<file path="src/sv/ik4_pkg.sv">
package ik4_pkg;

    localparam int FRONT_LAT  = 8;
    localparam int SQRT_CELLS = 32;
    localparam int POST_LAT   = 2;
    localparam int ATAN_FIXED = 14;
    localparam int XY_W       = 34;
    localparam int Z_W        = 35;

    localparam logic signed [Z_W-1:0] PI_Q30 = 35'sd3373259426;
    localparam logic signed [Z_W-1:0] Z_HALF = 35'sd65536;

    localparam logic signed [Z_W-1:0] ATAN_Q30 [10] = '{
        35'sd843314857, 35'sd497837829, 35'sd263043837, 35'sd133525159,
        35'sd67021687,  35'sd33543516,  35'sd16775851,  35'sd8388437,
        35'sd4194283,   35'sd2097149
    };

    typedef struct packed {
        logic               ls;
        logic signed [31:0] a0;
        logic signed [31:0] a1;
        logic signed [63:0] a0b;
        logic signed [63:0] a1b;
    } t_side;

    function automatic logic signed [Z_W-1:0] atan_step(input int idx);
        logic signed [Z_W-1:0] v;
        v = '0;
        if (idx < 10) begin
            v = ATAN_Q30[idx[3:0]];
        end else if (idx <= 30) begin
            v[30-idx] = 1'b1;
        end
        return v;
    endfunction

endpackage

</file>
<file path="src/sv/ik4_sqrt_cell.sv">
module ik4_sqrt_cell #(
    parameter int BIT_POS = 0
) (
    input  logic           i_clk,
    input  logic           i_rst_n,
    input  logic           i_valid,
    input  logic [63:0]    i_rem,
    input  logic [63:0]    i_root,
    input  ik4_pkg::t_side i_side,
    output logic           o_valid,
    output logic [63:0]    o_rem,
    output logic [63:0]    o_root,
    output ik4_pkg::t_side o_side
);

    localparam logic [63:0] STEP_BIT = 64'd1 << BIT_POS;

    logic [63:0] w_trial;
    logic        w_take;

    assign w_trial = i_root + STEP_BIT;
    assign w_take  = i_rem >= w_trial;

    always_ff @(posedge i_clk) begin
        if (!i_rst_n) begin
            o_valid <= 1'b0;
        end else begin
            o_valid <= i_valid;
        end
    end

    always_ff @(posedge i_clk) begin
        o_rem  <= w_take ? i_rem - w_trial : i_rem;
        o_root <= w_take ? (i_root >> 1) + STEP_BIT : i_root >> 1;
        o_side <= i_side;
    end

endmodule

</file>
<file path="config.mk">
export PLATFORM = sky130hd
export DESIGN_NAME = ik4_sqrt_cell
export DESIGN_NICKNAME = d
export VERILOG_FILES = /design/src/sv/ik4_pkg.sv /design/src/sv/ik4_sqrt_cell.sv
export SDC_FILE = /design/constraint.sdc
export NUM_CORES = 1
export LEC_CHECK = 0
export BUFFER_PORTS_ARGS = -buffer_cell sky130_fd_sc_hd__buf_2
export CORE_AREA = 2 2 251 253
export CTS_BUF_LIST = sky130_fd_sc_hd__clkbuf_4
export CTS_CLUSTER_DIAMETER = 120
export DETAILED_ROUTE_END_ITERATION = 8
export DIE_AREA = 0 0 253 255
export PLACE_DENSITY = 0.56
export SETUP_SLACK_MARGIN = 0.15
export SLEW_MARGIN = 20
export SYNTH_ARGS = -nofsm -noshare
export SYNTH_HDL_FRONTEND = slang
export SYNTH_SLANG_ARGS = --single-unit
export TNS_END_PERCENT = 5
</file>
<file path="constraint.sdc">
create_clock -name i_clk -period 6.8 [get_ports i_clk]
set_input_delay 1.02 -clock i_clk [delete_from_list [all_inputs] [get_ports i_clk]]
set_output_delay 1.02 -clock i_clk [all_outputs]
set_load 0.02 [all_outputs]
</file>
==> run summary <==
Status: completed
Mean post-synth cell area: 9.26 sq um
DR DRC count: 0
Slew HR: 0.487
Final Util: 0.308
Asr flop ratio synth: 0
Routability Congestion: 0.946
Setup TNS: 0 ns
#FFs+latches synth: 322
Peak VDD IR: 0.108 mV
CTS sink count: 322
WP data arrival: 6.44 ns
Leak Pwr: 8.82 nW
Slew Viols, Final: 0
Core Rows: 92
Syn Std Cell Area: 13700 sq um
Setup bufs post-CTS: 0
Startpoint Class: input pin
Number of global-route vias before repair: 14600
Final hold violations: 0
Cts repair resizes: 0
DR vias: 14400
# nets final: 2587
Core ar.: 62200 sq um
Clock Pin Slew Worst Setup and Hold Paths: 0.07 ns
Ys flop type: dfxtp_1
Mapped Nets: 1867
Final cell count without fillers: 3070
CTS root buf: clkbuf_4
Synthesis-to-layout area growth: 40.1%
CP Max Fanout: 20
Crit-path cells: buf_2 -> ha_1 -> and3_4 -> nand4_4 -> nor4_1 -> buf_4 -> nand2_1 -> nor3_1 -> nand4_1 -> xor2_1 -> ha_1 -> nand4_1 -> or4_4 -> o21a_1 -> o211a_2 -> nor3_4 -> buf_4 -> nand3_1 -> xnor2_1
RSZ-0062 raised after global routing: false
DR iter-0 viols: 1032
CTS Buf Count: 91
Port Buf Inserts: 645
Max Cap Viol: 0
WL per Instance: 27.3 um
Depth of the CTS H-tree: 3
Multi-input gate area: 6880 sq um
Sequential cell area fraction in the yosys report: 0.472
Drt pass-1 iters: 5
Largest net degree at the start of global routing: 66
Maximum clock frequency: 0.173 GHz
Hold EP: o_side[53]
Hold WC Path Type: input pin to register
Antenna violations before repair: 20
Die area: 64500 sq um
Global-route wire length before repair: 112 mm
Most instantiated library cell after synthesis: dfxtp_1
Number of I/O pins: 646
Yosys cell types: 74
Placed Instances: 2902
Area leader, netlist: dfxtp_1
Ranking of synthesized cells by area: dfxtp_1 (47%), xnor2_1 (6.1%), ha_1 (6.0%)
CP endpoint kind: register
FF+latch area: 6450 sq um
Synth top cells by count: dfxtp_1 (322), nand2_1 (151), nor2_1 (148), a21oi_1 (127), xnor2_1 (95)
DIE WIDTH: 253 um
Worst path slowest cell: or4_4
Layout cells sized above 1: 0.375
HPWL after DPL: 71.0 mm
CP max stage delay: 0.64 ns
Total wire length: 83.7 mm
Final period utilization: 0.851
Final setup viols: 0
Starting Density: 0.220
Top cell type's share of synthesized area: 0.472
Layout filler cell count: 6692
Gr ovfl total: 0
Yosys warnings: 0
GRT Overall Usage: 0.248
Hold Crit Depth: 1
CTS tree: done
Critical Setup Path Class: input pin to register
Number of synthesized flops with an enable pin: 0
Slew @ Worst Pin: 0.770 ns
CTS Hold Bufs: 0
Clock Tree Buf Depth: 3
Cells after Synth: 1476
Pwr Density: 270 nW/um^2
WP data required: 7.45 ns
Min-delay src: i_side[53]
Final ANT Viol Nets: 0
Routed vias/inst: 4.70
Minimum clock period: 5.79 ns
Die extent in y: 255 um
[worst max path at each step]
stage                     depth (start not counted)          to       start  slack, ns
after floorplan                                  19   o_rem[61]   i_root[1]       1.39
after global placement                           18  o_root[51]   i_root[2]       0.27
after detailed placement                         18  o_root[51]   i_root[2]       0.27
after CTS                                        22  o_root[17]  i_root[16]       1.15
after global routing                             22  o_root[46]  i_root[16]       0.68
final                                            19  o_root[17]   i_root[2]       1.01
[metrics by stage]
step	setup WS, ns	power (W)	hold slack [ns]	area [sq um]
global placement	0.274	0.00338	1.12	18000
global route	0.680	0.00542	0.218	19100
CTS	1.15	0.00524	0.159	19100
floorplan	1.39	0.00279	1.05	13700
finish	1.01	0.00517	0.264	19100
detailed placement	0.271	0.00336	1.12	18000
[critical path: cells and delay by family]
| kind | cells | cell delay (ns) |
|---|---|---|
| XOR/XNOR | 2 | 0.38 |
| adder cells (fa/ha/maj) | 2 | 0.67 |
| buffers and inverters | 3 | 0.60 |
| AND/OR/NAND/NOR | 10 | 3.13 |
| AO/OA/AOI/OAI | 2 | 0.61 |
[flip-flops by register name, indices dropped and copies added, names as in the netlist]
| signal | count |
|---|---|
| o_rem | 64 |
| o_valid | 1 |
| o_side | 193 |
| o_root | 64 |
[power by group]
| group | internal (W) | switching (W) | total, W |
|---|---|---|---|
| Sequential | 0.00204 | 0.0000622 | 0.00210 |
| Clock | 0.000933 | 0.000911 | 0.00184 |
| Combinational | 0.000411 | 0.000814 | 0.00123 |
[kinds of logic (layout without fill, tap and decap cells)]
kind of cell	count (synthesis)	after routing	synth area share
buffers and inverters	82	870	0.0257
multiplexers	1	1	0.000824
flip-flops	322	322	0.472
AO/OA/AOI/OAI	300	300	0.136
other	0	7	0
adder cells (fa/ha/maj)	67	67	0.0619
XOR/XNOR	179	179	0.115
AND/OR/NAND/NOR	525	525	0.189
[layout make-up]
type	count	share of cell area
antenna	7	0.000915
inverter	24	0.00471
clock buffer	124	0.0486
tap	799	0.0522
clock inverter	37	0.0120
multi-input combinational	1072	0.359
timing repair buffer	685	0.186
sequential	322	0.337
[placed cells by master (no fill, tap or decap), types with 4 or more instances in the layout]
cell,count
a211o_1,4
a211oi_1,7
a21o_1,31
a21oi_1,127
a311oi_1,4
a31oi_1,12
and2_1,11
and3_1,20
and4_1,11
buf_2,645
buf_4,38
clkbuf_4,124
clkinv_1,23
clkinv_2,7
dfxtp_1,322
diode_2,7
ha_1,66
inv_1,23
nand2_1,151
nand2b_1,14
nand3_1,36
nand4_1,50
nor2_1,148
nor2b_1,7
nor3_1,35
nor4_1,12
o211ai_1,7
o21a_1,5
o21ai_0,58
o21bai_1,11
or2_2,4
or3_1,8
xnor2_1,95
xor2_1,84
[per-layer routing]
metal  up-vias  track usage  part of all wire
met5         -            0            0.0013
met4        18       0.0869             0.030
met3       118       0.0835             0.092
met2       649        0.407              0.46
met1      6963        0.303              0.42
li1       6666            -                 -
Power figures use the tool's default switching activity.
